### src/hw/rtl/vna_pkg.sv
// ============================================================================
// vna_pkg: shared types and constants for the vertex normal averager
// Request codes, sequencer states, store depth and fixed-point constants.
// ============================================================================
package vna_pkg;

    localparam int VERTEX_DEPTH = 64;
    localparam int IDX_W        = 6;
    localparam int ACC_W        = 24;
    localparam int CNT_W        = 7;
    localparam logic [CNT_W-1:0] COUNT_RESET = 7'd64;

    typedef enum logic [1:0] {
        REQ_LOAD   = 2'd0,
        REQ_TRI    = 2'd1,
        REQ_FINISH = 2'd2,
        REQ_NONE   = 2'd3
    } req_t;

    typedef enum logic [3:0] {
        ST_IDLE,
        ST_RD_A,
        ST_RD_B,
        ST_RD_C,
        ST_CROSS,
        ST_SHIFT,
        ST_SUMSQ,
        ST_SQRT,
        ST_DIV,
        ST_ADD,
        ST_FRD,
        ST_FWAIT,
        ST_EMIT
    } state_t;

    // Handshake between sequencer and the shared divider
    typedef struct packed {
        logic start;
        logic busy;
        logic done;
    } div_ctl_t;

endpackage

### src/hw/rtl/vna_div.sv
// ============================================================================
// vna_div: restoring divider, one quotient bit per cycle
// Computes floor(num / den) for 48-bit numerator and 32-bit divisor.
// ============================================================================
module vna_div
(
    input  logic                clk,
    input  logic                rst_n,
    input  logic                start,
    input  logic [47:0]         num,
    input  logic [31:0]         den,
    output vna_pkg::div_ctl_t   ctl,
    output logic [47:0]         quot
);
    import vna_pkg::*;

    logic [5:0]  cnt_reg, cnt_next;
    logic        busy_reg, busy_next;
    logic        done_reg, done_next;
    logic [47:0] q_reg, q_next;
    logic [32:0] rem_reg, rem_next;
    logic [31:0] den_reg, den_next;
    logic [32:0] trial;

    // Shift in one numerator bit and try a subtract
    always_comb
    begin
        cnt_next  = cnt_reg;
        busy_next = busy_reg;
        done_next = 1'b0;
        q_next    = q_reg;
        rem_next  = rem_reg;
        den_next  = den_reg;
        trial     = {rem_reg[31:0], q_reg[47]};
        if (start)
        begin
            busy_next = 1'b1;
            cnt_next  = 6'd0;
            q_next    = num;
            rem_next  = 33'd0;
            den_next  = den;
        end
        else if (busy_reg)
        begin
            if (trial >= {1'b0, den_reg})
            begin
                rem_next = trial - {1'b0, den_reg};
                q_next   = {q_reg[46:0], 1'b1};
            end
            else
            begin
                rem_next = trial;
                q_next   = {q_reg[46:0], 1'b0};
            end
            cnt_next = cnt_reg + 6'd1;
            if (cnt_reg == 6'd47)
            begin
                busy_next = 1'b0;
                done_next = 1'b1;
            end
        end
    end

    always_ff @(posedge clk or negedge rst_n)
    begin
        if (!rst_n)
        begin
            busy_reg <= 1'b0;
            done_reg <= 1'b0;
            cnt_reg  <= 6'd0;
        end
        else
        begin
            busy_reg <= busy_next;
            done_reg <= done_next;
            cnt_reg  <= cnt_next;
        end
    end

    always_ff @(posedge clk)
    begin
        q_reg   <= q_next;
        rem_reg <= rem_next;
        den_reg <= den_next;
    end

    assign quot      = q_reg;
    assign ctl.start = start;
    assign ctl.busy  = busy_reg;
    assign ctl.done  = done_reg;

    ast_done_after_busy: assert property (@(posedge clk) disable iff (!rst_n)
        done_reg |-> $past(busy_reg))
        else $error("divider done without busy");
    ast_no_restart: assert property (@(posedge clk) disable iff (!rst_n)
        busy_reg |-> !start)
        else $error("divider restarted while busy");
    ast_done_pulse: assert property (@(posedge clk) disable iff (!rst_n)
        done_reg |=> !done_reg)
        else $error("divider done longer than a cycle");

endmodule

### config.mk
export PLATFORM = sky130hd
export DESIGN_NAME = vna_div
export DESIGN_NICKNAME = d
export VERILOG_FILES = /design/src/hw/rtl/vna_pkg.sv /design/src/hw/rtl/vna_div.sv
export SDC_FILE = /design/constraint.sdc
export NUM_CORES = 1
export LEC_CHECK = 0
export ABC_AREA = 1
export BUFFER_PORTS_ARGS = -buffer_cell sky130_fd_sc_hd__buf_2
export CORE_ASPECT_RATIO = 0.7
export CORE_UTILIZATION = 62
export CTS_CLUSTER_DIAMETER = 30
export DETAILED_ROUTE_END_ITERATION = 16
export PLACE_DENSITY = 0.95
export SKIP_LAST_GASP = 1
export SLEW_MARGIN = 10
export SYNTH_ARGS = -nofsm -noshare
export SYNTH_HDL_FRONTEND = slang
export SYNTH_SLANG_ARGS = --single-unit
### constraint.sdc
create_clock -name clk -period 7.35 [get_ports clk]
set_clock_uncertainty 0.15 [all_clocks]
set_input_delay 0 -clock clk [delete_from_list [all_inputs] [get_ports clk]]
set_output_delay 0 -clock clk [all_outputs]
set_load 0.01 [all_outputs]
==> results.md, run 1 <==
* Status: finished, final reports clean
* WL per Instance at 17.0 um
* Hold Slack at 0.126 ns
* Setup ws final at 4.48 ns
* Max Cap Viol at 0
* Startpoint types: flop
* # DRC at 0
* Yosys warns at 0
* Post-synthesis instance total at 1075
* Drt first pass iters at 6
* Synth Cell Area at 7720 um^2
* Final WL at 24700 um
* Flop-to-flop setup slack at 4.48 ns
* Global-route wire length before repair at 38100 um
* Number of flops mapped to enable cells by yosys at 80
* Period minus WS final at 2.87 ns
* Post-synthesis cell type count at 39
* Setup TNS at 0 ns
* Die ar. at 12900 um^2
* Die Height at 95.4 um
* Post_cts resized at 0
* Rel. slew slack at 35.3%
* Min-Delay Path Class: input port to flop
* Hold EP: den_reg[10]$_DFFE_PP_
* Register area share after synthesis at 42.0%
* DPL Wire Length at 14300 um
* ANT nets after route at 0
* Total GRT Usage at 39.3%
* Critical path type: flop to flop
* Synth Net Count at 1192
* TritonCTS buffer count at 17
* GR Overflow Total at 0
* Register-to-Register Path Depth at 13
* FP Rows at 33
* Post-route clock period utilization at 39.1%
* Final nets at 1401
* Max Clock Freq at 348 MHz
* Area growth, synth to finish at 27.7%
* Vias in the first global route at 7596
* Worst VDD drop at 0.237 mV
* Crit Path Max Fanout at 34
* Sink Count at 120
* Count leader, synth: nand2_1
* Ys async rst share at 6.67%
* I/O Buffers at 133
* Synth top area share at 31.1%
* Final hold viol count at 0
* Ys flop type: edfxtp_1
* Initial Util at 64.7%
* Vias at 8096
* Critical path arrival at 3.08 ns
* Antenna cells at 0
* CTS tree: done
* CTS max path bufs at 2
* Worst slack at placement at 4.68 ns
* Clk_lat worst skew at 0.43 ns
* CP Data Required Time at 7.55 ns
* CTS root buf: clkbuf_16
* Post-CTS Repair Setup Buffers at 0
* CP Capture Type: flop
* Hold_sp: den[10]
* Routed vias/inst at 5.57
* Synth area leader: edfxtp_1
* H-tree lvl count at 4
* Leakage at 5.32 nW
* Die X at 135 um
* RSZ-0062 raised after global routing: false
* Post-Syn Area per Cell at 7.18 um^2
* Worst-path clk slew at 0.07 ns
* Boundary Pins at 134
* Area contributors post-synth: edfxtp_1 31%, nand2_1 22%, inv_1 8.9%
* Largest net degree at the start of global routing at 85
* Slew Limit Fails at 0
* RePlAce Congestion at 1.00
* Power per cell area at 309 nW/um^2
* Starting DRT DRC Count at 966
* Least-Margin Pin Slew at 0.971 ns
* Max reg flops at 48
* Share of post-route cells with drive strength above 1 at 15.8%
* Worst hold path depth at 2
* Number of setup violations in the final report at 0
* #FFs+latches synth at 120
* Critical R2R Capture: rem_reg[2]$_SDFFE_PP0P_
* Core area at 11900 um^2
* Fill cells at 691
* List of most frequent post-synthesis cells: 461 x nand2_1, 183 x inv_1, 80 x edfxtp_1
* Initial antenna violation count at 0
* FF-to-FF Start: den_reg[29]$_DFFE_PP_
-- per-stage QoR --
step | instances | utilization, % | area (um^2) | power (mW)
after floorplan | 1075 | - | 7720 | 1.81
after global placement | 1340 | 70.7 | 8440 | 2.03
after detailed placement | 1340 | 70.7 | 8440 | 2.06
after CTS | 1454 | 82.6 | 9860 | 2.98
after global routing | 1454 | 82.6 | 9860 | 3.21
final | 1454 | 82.6 | 9860 | 3.05
-- area by class of cell --
cell class                      count  area [um^2]  area share, %
Multi-Input combinational cell    737         3590           36.4
Sequential cell                   120         3240           32.9
Timing Repair Buffer              219         1520           15.4
Inverter                          189          709           7.19
Clock buffer                       17          425           4.31
Tap cell                          157          196           1.99
Clock inverter                     15          179           1.81
-- per-layer routing --
layer | routed length (um) | GRT usage [%] | share of wire (%)
met5 | 0 | 0 | 0
met4 | 1140 | 21.3 | 4.6
met3 | 2630 | 8.13 | 11
met2 | 11200 | 62.1 | 45
met1 | 9780 | 51.1 | 40
-- repair_timing --
| item | CTS | global route |
|---|---|---|
| setup endpoints to repair | 0 | 0 |
| hold endpoints to repair | 88 | 0 |
| hold buffers | 82 | 0 |
-- logic make-up after synthesis --
family	after synthesis	synth area share, %
and+or+nand+nor	643	36.0
buffers and inverters	218	11.5
DFF	120	42.0
AOI/OAI and AO/OA	46	3.24
adders and majority gates	34	5.61
xor gates and xnor gates	14	1.59
-- worst max-delay path by stage --
stage,end,start,cells past startpoint,slack [ns]
2_1_floorplan,quot[0]$_DFFE_PP_,busy_reg$_DFF_PN0_,3,4.64
3_3_place_gp,rem_reg[8]$_SDFFE_PP0P_,den_reg[20]$_DFFE_PP_,15,4.77
3_5_place_dp,rem_reg[8]$_SDFFE_PP0P_,den_reg[24]$_DFFE_PP_,13,4.68
4_1_cts,rem_reg[2]$_SDFFE_PP0P_,den_reg[30]$_DFFE_PP_,13,4.59
5_1_grt,rem_reg[2]$_SDFFE_PP0P_,den_reg[30]$_DFFE_PP_,13,4.34
6_report,rem_reg[2]$_SDFFE_PP0P_,den_reg[29]$_DFFE_PP_,13,4.48
-- where the power goes --
| group | total (mW) | internal [mW] | switching, mW |
|---|---|---|---|
| logic | 1.27 | 0.449 | 0.819 |
| registers | 0.902 | 0.830 | 0.0716 |
| clock network | 0.881 | 0.514 | 0.366 |
-- critical path: stages, from the launching register on --
cell,delay (ns)
edfxtp_1,0.41
inv_1,0.08
ha_1,0.28
nand2_1,0.14
inv_1,0.07
nand2_1,0.13
inv_1,0.05
a21oi_1,0.18
nand2_2,0.11
nor2_8,0.51
nand2_8,0.28
nand2_1,0.18
nand3_1,0.11
o21ai_1,0.10
-- layout by cell type, fill, tap and decap left out, types with 17 or more instances in the layout --
cell type,synthesis,final
nand3_1,72,72
clkbuf_16,0,17
buf_2,5,133
a21oi_1,21,21
nor2_1,41,40
inv_1,183,182
dlygate4sd3_1,0,82
ha_1,33,33
nand2_1,461,461
edfxtp_1,80,80
dfxtp_1,32,32
No activity file was read; power rests on OpenSTA's default activity.
==> inputs of run 2 (changes only) <==
- CORE_UTILIZATION: 62 -> 52
- PLACE_DENSITY: 0.95 -> 0.87
- clock period: 7.35 -> 2.4 ns (I/O delays scaled with it)
==> run 2 against run 1 <==
The run now ends with setup timing left. Global-route usage fell by 7.0 points. First-iteration DRC count rose by 14%. Register-to-register slack got worse by 4.5 ns. Total power rose to 3.3 times the previous value. Fmax rose by 17%. Cell area rose by 7.2%. Sequential share of layout area fell by 2.2 points. Setup slack got worse by 4.5 ns. Cell count rose by 4.5%. Non-clock buffer count rose by 31. Via count rose by 1.9%. Sequential power rose to 3.1 times the previous value. Critical path type unchanged. Critical endpoint is now rem_reg[30]$_SDFFE_PP0P_.
==> results.md, run 2 (synthesis gave the netlist of run 1 again) <==
* Post-layout power at 9.95 mW (+230%)
* Worst VDD drop at 0.487 mV (+110%)
* Min-Delay Path Class: input port to flop
* Starting DRT DRC Count at 1106 (+14%)
* Status: finished, violations left
* CTS max path bufs at 2 (unchanged)
* WL per Instance at 17.2 um (+0.96%)
* RePlAce Congestion at 1.01 (about the same)
* Global-route wire length before repair at 38600 um (+1.3%)
* Core area at 14200 um^2 (+19%)
* DPL Wire Length at 15700 um (+9.7%)
* Post-route cell area at 10600 um^2 (+7.2%)
* Least-Margin Pin Slew at 0.587 ns (-0.384 ns)
* CP Capture Type: flop
* Total GRT Usage at 32.4% (-7.0 points)
* Setup ws final at -0.0586 ns (-4.53 ns)
* Final hold viol count at 0 (unchanged)
* CTS root buf: clkbuf_16
* Power per cell area at 942 nW/um^2 (+200%)
* Flop pwr share at 28.2% (-1.4 points)
* Final WL at 26100 um (+5.5%)
* Area growth, synth to finish at 36.9%
* Max stage delay on crit path at 0.37 ns (-0.14 ns)
* CP dominant cell by count: nand2_1
* Startpoint types: flop
* TritonCTS buffer count at 17 (unchanged)
* Crit Path Max Fanout at 8 (-76%)
* Leakage at 5.51 nW (+3.5%)
* Vias at 8247 (+1.9%)
* Dpl cell area at 8640 um^2 (+2.4%)
* Critical path type: flop to flop
* Die Height at 104 um (+9.0%)
* H-tree lvl count at 4 (unchanged)
* Die ar. at 15300 um^2 (+19%)
* Routed vias/inst at 5.43 (-2.6%)
* Worst-path clk slew at 0.06 ns (about the same)
* Sink Count at 120 (unchanged)
* Slew Limit Fails at 0 (unchanged)
* Max Clock Freq at 407 MHz (+17%)
* Max Cap Viol at 0 (unchanged)
* Clk_lat worst skew at 0.43 ns (about the same)
* Die X at 148 um (+9.1%)
* Combinational power share at 46.5% (+4.9 points)
* Post-route clock period utilization at 102% (+63 points)
* Critical path arrival at 2.63 ns (-0.45 ns)
* CTS tree: done
* # DRC at 0 (unchanged)
* Vias in the first global route at 7656 (+0.79%)
* Power Internal at 5.78 mW (+220%)
* Max reg flops at 48 (unchanged)
* Fill cells at 997 (+44%)
* CP Data Required Time at 2.57 ns (-4.98 ns)
* Clock Power Share at 25.3% (-3.6 points)
* Hold Slack at 0.126 ns (+0.000784 ns)
* Drt first pass iters at 6 (unchanged)
* Boundary Pins at 134 (unchanged)
* RSZ-0062 raised after global routing: true
* Antenna cells at 0 (unchanged)
* Sw Ratio at 41.9% (+0.69 points)
* Final nets at 1434 (+2.4%)
* Initial Util at 54.4% (-10 points)
* Share of post-route cells with drive strength above 1 at 21.4% (+5.5 points)
* I/O Buffers at 133 (unchanged)
* Failing checks: setup timing
* Initial antenna violation count at 0 (unchanged)
* Commonest non-fill, non-tap cells in the layout: 448 x nand2_1, 182 x inv_1, 133 x buf_2, 83 x dlygate4sd3_1, 80 x edfxtp_1
* Rel. slew slack at 60.9% (+26 points)
* CP max stage cell: edfxtp_1
* Period minus WS final at 2.46 ns (-0.416 ns)
* GR Overflow Total at 0 (unchanged)
* Commonest non-fill, non-tap cell in the layout: nand2_1
* Psw at 4.17 mW (+230%)
* FP Rows at 36 (+9.1%)
* Largest net degree at the start of global routing at 47 (-45%)
* Crit path cell chain: inv_1 > ha_1 > nand2_1 > nand2_1 > nand2_1 > nand2_1 > nand2_1 > nand3_2 > nand2_2 > nand2_4 > nand2_8 > buf_12 > nand3_2 > nand2_1 > clkinv_1 > nand2_1 > nand2_1
* Number of setup violations in the final report at 27 (+27)
* ANT nets after route at 0 (unchanged)
## run 2: layout make-up
cell class | instances | area (um^2) | area share (%)
multi-input cells | 739 | 3980 | 37.7
repair buffers | 250 | 1830 | 17.3
clock buffers | 17 | 425 | 4.02
flip-flops and latches | 120 | 3240 | 30.7
well taps | 190 | 238 | 2.25
clock inverters | 15 | 146 | 1.38
inverters | 189 | 709 | 6.71
## run 2: through the flow
stage | setup slack [ns] | cells | util [%] | TNS (ns)
floorplan | 0.279 | 1075 | - | 0
global placement | 0.0889 | 1391 | 60.9 | 0
detailed placement | -0.00281 | 1391 | 60.9 | -0.00281
CTS | 0.00681 | 1506 | 70.8 | 0
global route | -0.188 | 1520 | 74.5 | -4.10
finish | -0.0586 | 1520 | 74.5 | -0.718
## run 2: worst paths after layout
path                                     startpoint                  endpoint  slack [ns]  cells after the start
setup reg to reg               den_reg[2]$_DFFE_PP_  rem_reg[30]$_SDFFE_PP0P_       -0.06                     17
min in group asynchronous                     rst_n    cnt_reg[4]$_DFFE_PN0P_        0.41                      3
setup / recovery               den_reg[2]$_DFFE_PP_  rem_reg[30]$_SDFFE_PP0P_       -0.06                     17
max in group asynchronous                     rst_n        done_reg$_DFF_PN0_        1.42                      3
hold reg to reg            rem_reg[22]$_SDFFE_PP0P_  rem_reg[22]$_SDFFE_PP0P_        0.33                      2
hold / removal                               den[2]      den_reg[2]$_DFFE_PP_        0.13                      2
## run 2: what timing repair did
action / 4_1_cts / 5_1_grt
cloned: 0 / 4
buffers inserted: 0 / 10
setup endpoints to repair: 1 / 33
hold endpoints to repair: 89 / 0
pin swaps: 0 / 10
resized for setup: 1 / 62
hold buffers: 83 / 0
## run 2: critical path: cells and delay by family, from the launching register on
family / cells / cell delay (ns)
buffers and inverters: 3 / 0.32
and+or+nand+nor: 13 / 1.18
adders and majority gates: 1 / 0.30
DFF: 1 / 0.37
## run 2: power groups by stage
stage / registers [mW] / logic, mW / clock network (mW)
2_1_floorplan: 2.76 / 2.78 / 0
3_3_place_gp: 2.75 / 3.62 / 0
3_5_place_dp: 2.76 / 3.68 / 0
4_1_cts: 2.73 / 3.85 / 2.52
5_1_grt: 2.84 / 5.02 / 2.63
6_report: 2.81 / 4.62 / 2.52
## run 2: routing by layer
| metal | share of wire (%) | vias up | GRT usage (%) | routed length, um |
|---|---|---|---|---|
| met4 | 4.0 | 0 | 12.4 | 1040 |
| li1 | - | 3827 | - | - |
| met5 | 0 | - | 0 | 0 |
| met1 | 40 | 3721 | 43.3 | 10400 |
| met2 | 44 | 581 | 50.5 | 11600 |
| met3 | 12 | 118 | 7.98 | 3060 |
